**src/tli_pkg.sv**
```systemverilog
`timescale 1ns / 1ps

package tli_pkg;

	localparam int TLI_TABLE_DEPTH = 64;

	localparam logic KIND_LOAD  = 1'b0;
	localparam logic KIND_QUERY = 1'b1;

	localparam logic [1:0] REGION_EMPTY  = 2'd0;
	localparam logic [1:0] REGION_BELOW  = 2'd1;
	localparam logic [1:0] REGION_ABOVE  = 2'd2;
	localparam logic [1:0] REGION_INTERP = 2'd3;

	typedef struct packed {
		logic        start;
		logic [63:0] dividend;
		logic [31:0] divisor;
	} div_req_t;

	typedef struct packed {
		logic        busy;
		logic        done;
	} div_status_t;

endpackage

```
**src/tli_divider.sv**
```systemverilog
`timescale 1ns / 1ps

// Restoring divider, one quotient bit per cycle. The upper half of the dividend
// must be below the divisor, so the quotient fits in 32 bits.
module tli_divider (
	input  logic                  clk,
	input  logic                  arst_n,
	input  tli_pkg::div_req_t     req,
	output tli_pkg::div_status_t  status,
	output logic [31:0]           quotient
);

	logic        busy_q;
	logic        done_q;
	logic [4:0]  cnt_q;
	logic [31:0] rem_q;
	logic [31:0] low_q;
	logic [31:0] den_q;
	logic [32:0] trial;
	logic [32:0] diff;
	logic        qbit;

	always_comb begin
		trial = {rem_q, low_q[31]};
		diff  = trial - {1'b0, den_q};
		qbit  = (trial >= {1'b0, den_q});
	end

	always_ff @(posedge clk or negedge arst_n) begin
		if (!arst_n) begin
			busy_q <= 1'b0;
			done_q <= 1'b0;
			cnt_q  <= '0;
		end else begin
			done_q <= 1'b0;
			if (req.start) begin
				busy_q <= 1'b1;
				cnt_q  <= 5'd31;
			end else if (busy_q) begin
				if (cnt_q == 5'd0) begin
					busy_q <= 1'b0;
					done_q <= 1'b1;
				end
				cnt_q <= cnt_q - 5'd1;
			end
		end
	end

	always_ff @(posedge clk) begin
		if (req.start) begin
			rem_q <= req.dividend[63:32];
			low_q <= req.dividend[31:0];
			den_q <= req.divisor;
		end else if (busy_q) begin
			rem_q <= qbit ? diff[31:0] : trial[31:0];
			low_q <= {low_q[30:0], qbit};
		end
	end

	assign status.busy = busy_q;
	assign status.done = done_q;
	assign quotient    = low_q;

endmodule

```
**config.mk**
```make
export PLATFORM = sky130hd
export DESIGN_NAME = tli_divider
export DESIGN_NICKNAME = d
export VERILOG_FILES = /design/src/tli_pkg.sv /design/src/tli_divider.sv
export SDC_FILE = /design/constraint.sdc
export NUM_CORES = 1
export LEC_CHECK = 0
export BUFFER_PORTS_ARGS = -buffer_cell sky130_fd_sc_hd__buf_2
export CORE_ASPECT_RATIO = 1.5
export CORE_UTILIZATION = 60
export CTS_CLUSTER_DIAMETER = 80
export DETAILED_ROUTE_END_ITERATION = 16
export GPL_ROUTABILITY_DRIVEN = 0
export PLACE_DENSITY = 0.87
export SLEW_MARGIN = 20
export SYNTH_ARGS = -nofsm -noshare
export SYNTH_HDL_FRONTEND = slang
export SYNTH_SLANG_ARGS = --single-unit
```
**constraint.sdc**
```tcl
create_clock -name clk -period 7.9 [get_ports clk]
set_input_delay 1.58 -clock clk [delete_from_list [all_inputs] [get_ports clk]]
set_output_delay 1.58 -clock clk [all_outputs]
set_load 0.02 [all_outputs]
```
* Word-level counts from Yosys, hierarchy flattened
Cells that the tools add are included.
** Word-level totals
- Bits of input ports :: 99
- Logic and storage cells :: 24
- Output and inout bits :: 34
- Register bits after elaboration :: 103
** Cells by class
- Multiplexer cells :: 13
- Reduce and logical (&&, ||, !) cells :: 2
- Add/sub/neg operators :: 2
- $lt $le $gt $ge :: 1
** Operator list (count)
- $mux 32 :: 5
- $ge 33x32->1 :: 1
- $sub 32x32->32 :: 1
- $mux 5 :: 2
- $mux 1 :: 6
- $logic_not 5->1 :: 1
- $sub 5x1->5 const B :: 1
- $reduce_bool 2->1 :: 1

* Logic depth before layout (Yosys ltp)
Gate-level depths: netlist of run 1.
- Word-level depth :: 4
- Gate-level depth with buffers :: 13
- Depth with buffers taken out :: 12

* Least setup slack after synthesis of run 1
No wires, ideal clock.
- Kind :: input to register
- Start :: input port req[96] in the netlist's numbering
- End :: register low_q[0], in the netlist quotient[0] (enable)
- Path slack :: 4662 ps
- Arrival :: 2844 ps
- Buffers on the path :: 2
- Cell stages on the path :: 3
- Required time :: 7506 ps
- Cell sequence :: clkbuf_1 > clkbuf_1 > or2_2
** Between the ends
- Longest elaborated chain between the ends :: 1
** RTL lines
- start, declared :: RTL line tli_divider.sv:8 : input tli_pkg::div_req_t req,
- $reduce_bool 2->1 (no line)
- end signal, assigned :: RTL line tli_divider.sv:52 : low_q <= req.dividend[31:0];
- end signal, assigned :: RTL line tli_divider.sv:56 : low_q <= {low_q[30:0], qbit};
- end, declared :: RTL line tli_divider.sv:17 : logic [31:0] low_q;
Every way passes these cells.
A chain may end at the register's enable or synchronous reset.

* Worst setup path in the final report of run 1
- Start :: register rem_q[3]
- End :: register rem_q[10] (data pin)
** Between the ends
- Longest elaborated chain between the ends :: 4
- Elaborated cells between the ends (all ways) :: 5
** RTL lines
- start, declared :: RTL line tli_divider.sv:16 : logic [31:0] rem_q;
- start signal, assigned :: RTL line tli_divider.sv:51 : rem_q <= req.dividend[63:32];
- start signal, assigned :: RTL line tli_divider.sv:55 : rem_q <= qbit ? diff[31:0] : trial[31:0];
- $sub 32x32->32 or $ge 33x32->1 (tied branches) :: RTL line tli_divider.sv:25, tli_divider.sv:26
- $mux 32 * :: RTL line tli_divider.sv:55
- $mux 32 * :: RTL line tli_divider.sv:54 : end else if (busy_q) begin
- $mux 32 * :: RTL line tli_divider.sv:50 : if (req.start) begin
Every way passes the cells marked *; elsewhere a longest branch is shown, timed or not. The select of a mux whose other input is x is not followed.

==> impl_metrics.json, run 1 <==
{
  "clock_sinks": 103,
  "dp.cells": 812,
  "drc_errors": 0,
  "routedWlPerCell_um": 16.7,
  "wl_met3_um": 894,
  "grt_overflow_total": 0,
  "final_cells": 829,
  "finalSetupViolCount": 0,
  "tightest_slew_ps": 896,
  "holdBufCountCts": 0,
  "routed.top_layer": "met4",
  "chipHeight_um": 127,
  "worstPathRequired_ps": 7970,
  "cp.arrival_ps": 3720,
  "p_per_area_nw_per_um2": 357,
  "numCtsBuffers": 9,
  "synth-async-reset-ratio": 0.0680,
  "antenna_found_initial": 0,
  "routed_wl_um": 13900,
  "yosys.cell_types.count": 49,
  "drive_gt1_frac": 0.281,
  "io_buffers": 132,
  "switching_power_uw": 1050,
  "drtAntennaViolNets": 0,
  "final_nets": 841,
  "vias_per_cell": 5.94,
  "grt_pass1_wl_um": 22000,
  "met1_length_um": 5440,
  "yosysWarnings": 0,
  "postLayoutCoreUtil": 0.717,
  "syn_area_um2": 6240,
  "startpoint": "rem_q[3]",
  "internal-power_uw": 1550,
  "synth_top_area_frac": 0.462,
  "crit_path_end_kind": "flip-flop",
  "fmax_mhz": 274,
  "die_x_um": 85.3,
  "cts_tree": "yes",
  "max_cap_viol_count": 0,
  "tns_ps": 0,
  "coreArea_um2": 10100,
  "finClkSkew_ps": 8.06,
  "grt_max_degree": 68,
  "hold_ws_ps": 531,
  "drv_slew": 0,
  "switching_share": 0.403,
  "crit_buf_inv": 1,
  "rows": 45,
  "via_count": 4921,
  "cts_resized": 0,
  "power_frac_comb": 0.503,
  "vdd_drop_max_v": 0.000186,
  "slowest_stage": "a221oi_4",
  "p_seq_frac": 0.320,
  "synth-edff-count": 96,
  "synth-seq-cells": 103,
  "yosysMostFrequentCell": "edfxtp_1",
  "path_clk_slew_ps": 70,
  "ios": 133,
  "syn_to_final_growth_pct": 16.5,
  "status": "complete, no violations",
  "cts_buffer_depth": 2,
  "ys_top_cells_by_count": "edfxtp_1, a21oi_1, inv_1",
  "critPathMaxFanout": 24,
  "initial_core_util": 0.616,
  "critPathKind": "reg -> reg",
  "diodes": 0,
  "yosysTopAreaCell": "edfxtp_1",
  "fin_crit_sh": 0.462,
  "r2r_start": "rem_q[3]",
  "finalHoldViolCount": 0,
  "grt_pass1_vias": 5003,
  "critPathLaunchType": "flip-flop",
  "max_stage_delay_ps": 580,
  "rsz0062_at_grt": "no",
  "post_cts_buffers": 0,
  "drt_iter0_markers": 287,
  "syn_avg_cell_area_um2": 10.6,
  "hold_start": "cnt_q[4]",
  "grt_usage": 0.260,
  "cellLeakagePower_uw": 0.00317,
  "cts_root_buffer": "clkbuf_16",
  "post-route-min-period_ps": 3650,
  "yosys-top-cells-area": "edfxtp_1, mux2_2, ha_1",
  "clkPwrFrac": 0.177,
  "crit_path_cell_trace": "ha_1, a21o_1, nor3_1, a211oi_1, nor4_1, nor2_1, a221oi_4, buf_4, nor2_1, a211oi_1, a21oi_1",
  "syn_nets": 721,
  "maxSlewHeadroom": 0.387,
  "critical-path-top-delay-family": "compound AO/OA/AOI/OAI gates",
  "clk_latency_ps": 350,
  "ys.flop_type": "edfxtp_1",
  "dieArea_um2": 10800,
  "wl_met2_um": 7220,
  "htreeDepth": 3,
  "yosysSeqAreaShare": 0.490,
  "firstDrtPassIters": 4,
  "hold_class": "reg -> reg",
  "syn_inst": 587,
  "dp_hpwl_um": 9980
}
-- layout by cell type (no fill, tap or decap), types with 4 or more instances in the layout --
| master | instances |
|---|---|
| buf_2 | 131 |
| edfxtp_1 | 96 |
| a21oi_1 | 59 |
| inv_1 | 51 |
| nand2_1 | 43 |
| mux2_2 | 41 |
| ha_1 | 34 |
| o21ai_0 | 31 |
| nor2_1 | 28 |
| a21o_1 | 16 |
| xor2_1 | 16 |
| xnor2_1 | 16 |
| a211oi_1 | 14 |
| nor3_1 | 12 |
| nand2b_1 | 11 |
| nor2b_1 | 10 |
| clkbuf_16 | 9 |
| a31oi_1 | 8 |
| dfrtp_1 | 7 |
| nand4_1 | 6 |
| or2_2 | 5 |
| and3_1 | 5 |
| nand3_1 | 5 |
| o211ai_1 | 4 |
| o21a_1 | 4 |
| nor3b_1 | 4 |
| buf_4 | 4 |
-- power groups by stage --
stage               Sequential, uW  Combinational, uW  Clock, uW
finish                         828               1300        459
global route                   842               1440        482
CTS                            828               1280        463
detailed placement             838               1260          0
global placement               829               1220          0
floorplan                      840                979          0
-- metrics by stage --
stage               area [um2]  power (uW)  worst slack (ps)
floorplan                 6240        1820              4660
global placement          6950        2050              4110
detailed placement        6950        2100              3910
CTS                       7260        2570              3840
global route              7270        2760              4000
finish                    7270        2590              4250
-- registers in the layout, summed over array words and instances (netlist names) --
register  count
busy_q        1
cnt_q         5
den_q        32
done_q        1
quotient     32
rem_q        32
-- worst register-to-register path, cell delays in order, from the launching register on --
cell and delay [ps]:
edfxtp_1 410, ha_1 360, a21o_1 200, nor3_1 270
a211oi_1 160, nor4_1 370, nor2_1 140, a221oi_4 580
buf_4 370, nor2_1 80, a211oi_1 300, a21oi_1 100
-- kinds of logic after synthesis --
family,count (synthesis),share of synthesized area
AO/OA/AOI/OAI,157,0.156
adder cells (fa/ha/maj),35,0.0714
AND/OR/NAND/NOR,141,0.113
flip-flops,103,0.490
XOR/XNOR,32,0.0449
multiplexers,41,0.0740
buffers and inverters,78,0.0499
-- layer usage --
| layer | vias to the layer above | track usage |
|---|---|---|
| met4 | 0 | 0.123 |
| met5 | - | 0 |
| met1 | 2326 | 0.295 |
| li1 | 2383 | - |
| met2 | 185 | 0.468 |
| met3 | 27 | 0.0514 |
-- area by class of cell --
type	instances	area, um2
Sequential cell	103	3060
Multi-Input combinational cell	406	2870
Fill cell	723	2870
Timing Repair Buffer	136	697
Clock buffer	10	229
Inverter	51	191
Tap cell	117	146
Clock inverter	6	76.3
-- final timing paths --
path                             end  slack (ps)  depth (start not counted)
max in group asynchronous     busy_q        6700                          1
min in group asynchronous   cnt_q[1]        1040                          1
max                        rem_q[10]        4250                         11
min                         cnt_q[4]         530                          2
max reg2reg                rem_q[10]        4250                         11
min reg2reg                 cnt_q[4]         530                          2
No activity file was read; power rests on OpenSTA's default activity.
==> run 2, diff against run 1 <==
- CORE_UTILIZATION: 60 -> 50
- PLACE_DENSITY: 0.87 -> 0.77
- clock period: 7.9 -> 3.3 ns (I/O delays scaled with it)
==> run 2 against run 1 <==
Effect of this change: register-to-register slack lost 4100 ps; clock skew grew 3.2 ps; sequential cell count is the same; global-route usage shrank 3.7 points; routed wire length grew 0.74%; power grew 150%; first-iteration DRC count shrank 12%; largest power group unchanged.
==> impl_metrics.json, run 2 (synthesis results as in run 1) <==
{
  "cts_root_buffer": "clkbuf_16",
  "p_seq_frac": 0.311,
  "postLayoutCoreUtil": 0.620,
  "crit_path_end_kind": "flip-flop",
  "critPathMaxFanout": 15,
  "max_cap_viol_count": 0,
  "vdd_drop_max_v": 0.000405,
  "clkPwrFrac": 0.167,
  "hold_class": "in -> async",
  "use_met3": 0.0510,
  "final_nets": 854,
  "htreeDepth": 3,
  "diodes": 0,
  "finClkSkew_ps": 11.2,
  "path_clk_slew_ps": 70,
  "drv_slew": 0,
  "maxSlewHeadroom": 0.608,
  "worstPathRequired_ps": 3380,
  "critPathKind": "reg -> reg",
  "final_common_cell": "buf_2",
  "dieArea_um2": 12900,
  "fmax_mhz": 318,
  "grt_pass1_wl_um": 22900,
  "cellLeakagePower_uw": 0.00325,
  "grt_max_degree": 65,
  "holdBufCountCts": 0,
  "switching_share": 0.404,
  "ios": 133,
  "fin_crit_sh": 0.953,
  "reg2reg_slack_ps": 150,
  "routed_wl_um": 14000,
  "total_power_uw": 6360,
  "rows": 49,
  "clk_latency_ps": 360,
  "drt_iter0_markers": 253,
  "numCtsBuffers": 9,
  "grt_overflow_total": 0,
  "antenna_found_initial": 0,
  "clock_sinks": 103,
  "vias_per_cell": 5.68,
  "grtUsageMet2": 0.395,
  "status": "complete, no violations",
  "io_buffers": 132,
  "internal-power_uw": 3790,
  "final_cells": 878,
  "chipHeight_um": 139,
  "power_frac_comb": 0.522,
  "cts_buffer_depth": 2,
  "rsz0062_at_grt": "yes",
  "initial_core_util": 0.517,
  "dp_hpwl_um": 10200,
  "grt_pass1_vias": 5141,
  "critPathLaunchType": "flip-flop",
  "routedWlPerCell_um": 15.9,
  "syn_to_final_growth_pct": 20.0,
  "drtAntennaViolNets": 0,
  "top_usage_layer": "met2",
  "mostFrequentLayoutCells": "buf_2, edfxtp_1, a21oi_1",
  "drive_gt1_frac": 0.305,
  "finalHoldViolCount": 0,
  "dp.cells": 860,
  "cp.arrival_ps": 3230,
  "post-route-min-period_ps": 3150,
  "finish.instance_area_um2": 7480,
  "via_count": 4983,
  "met1_usage": 0.252,
  "firstDrtPassIters": 5,
  "die_x_um": 93.2,
  "switching_power_uw": 2570,
  "tightest_slew_ps": 588,
  "drc_errors": 0,
  "p_per_area_nw_per_um2": 850,
  "coreArea_um2": 12100,
  "grt_usage": 0.224,
  "fillers": 982,
  "finalSetupViolCount": 0,
  "dpl_cell_area_um2": 7120,
  "cts_tree": "yes"
}
==> run 2: cell types whose count changed in the layout (fill, tap and decap cells not counted), moves of 2 or more <==
cell,delta
clkinvlp_4,-2
ha_2,+3
nor3_2,+2
buf_4,+9
inv_6,+3
ha_1,-3
buf_12,+3
nor3_1,-2
==> run 2: final timing paths <==
path	startpoint	cells after the start	to
worst max-delay path	rem_q[12]	11	rem_q[5]
worst min-delay path	arst_n	1	cnt_q[1]
worst max register to register	rem_q[12]	11	rem_q[5]
worst min register to register	cnt_q[4]	2	cnt_q[4]
max in group asynchronous	arst_n	1	busy_q
min in group clk	req[18]	1	den_q[18]
==> run 2: cell type report <==
class / count / area [um2] / share of cell area
multi-input combinational: 406 / 2900 / 0.387
clock inverter: 7 / 71.3 / 0.00953
tap: 153 / 191 / 0.0256
sequential: 103 / 3060 / 0.409
inverter: 51 / 191 / 0.0256
timing repair buffer: 149 / 850 / 0.114
clock buffer: 9 / 225 / 0.0301
==> run 2: critical path: stages, from the launching register on <==
cell and delay, ps:
edfxtp_1 400, ha_1 400, and3_1 240, and3_1 210, nand4_1 100, a21oi_1 90, a2111o_1 440, a221oi_4 300
buf_12 180, and3b_1 170, a211oi_1 240, a21oi_1 70
==> run 2: metal layers <==
| layer | up-vias | part of all wire |
|---|---|---|
| li1 | 2409 | - |
| met2 | 199 | 0.52 |
| met3 | 37 | 0.063 |
| met1 | 2338 | 0.39 |
| met4 | 0 | 0.027 |
| met5 | - | 0 |
==> run 2: repair_timing <==
item                       CTS  global route
setup buffers                0             1
setup endpoints to repair    0            24
resized for setup            0             8
hold endpoints to repair     0             0
==> run 2: per-stage QoR <==
stage	setup slack, ps	TNS (ps)	hold slack [ps]
floorplan	403	0	364
global placement	190	0	494
detailed placement	81.9	0	500
CTS	30.7	0	120
global route	-26.0	-29.2	118
finish	154	0	117
==> run 2: power by group through the flow <==
stage | Sequential [uW] | Combinational (uW) | Clock, uW
6_report | 1980 | 3320 | 1060
4_1_cts | 1980 | 3180 | 1080
2_1_floorplan | 2010 | 2340 | 0
3_5_place_dp | 2000 | 3150 | 0
3_3_place_gp | 1990 | 3080 | 0
5_1_grt | 2020 | 3670 | 1130
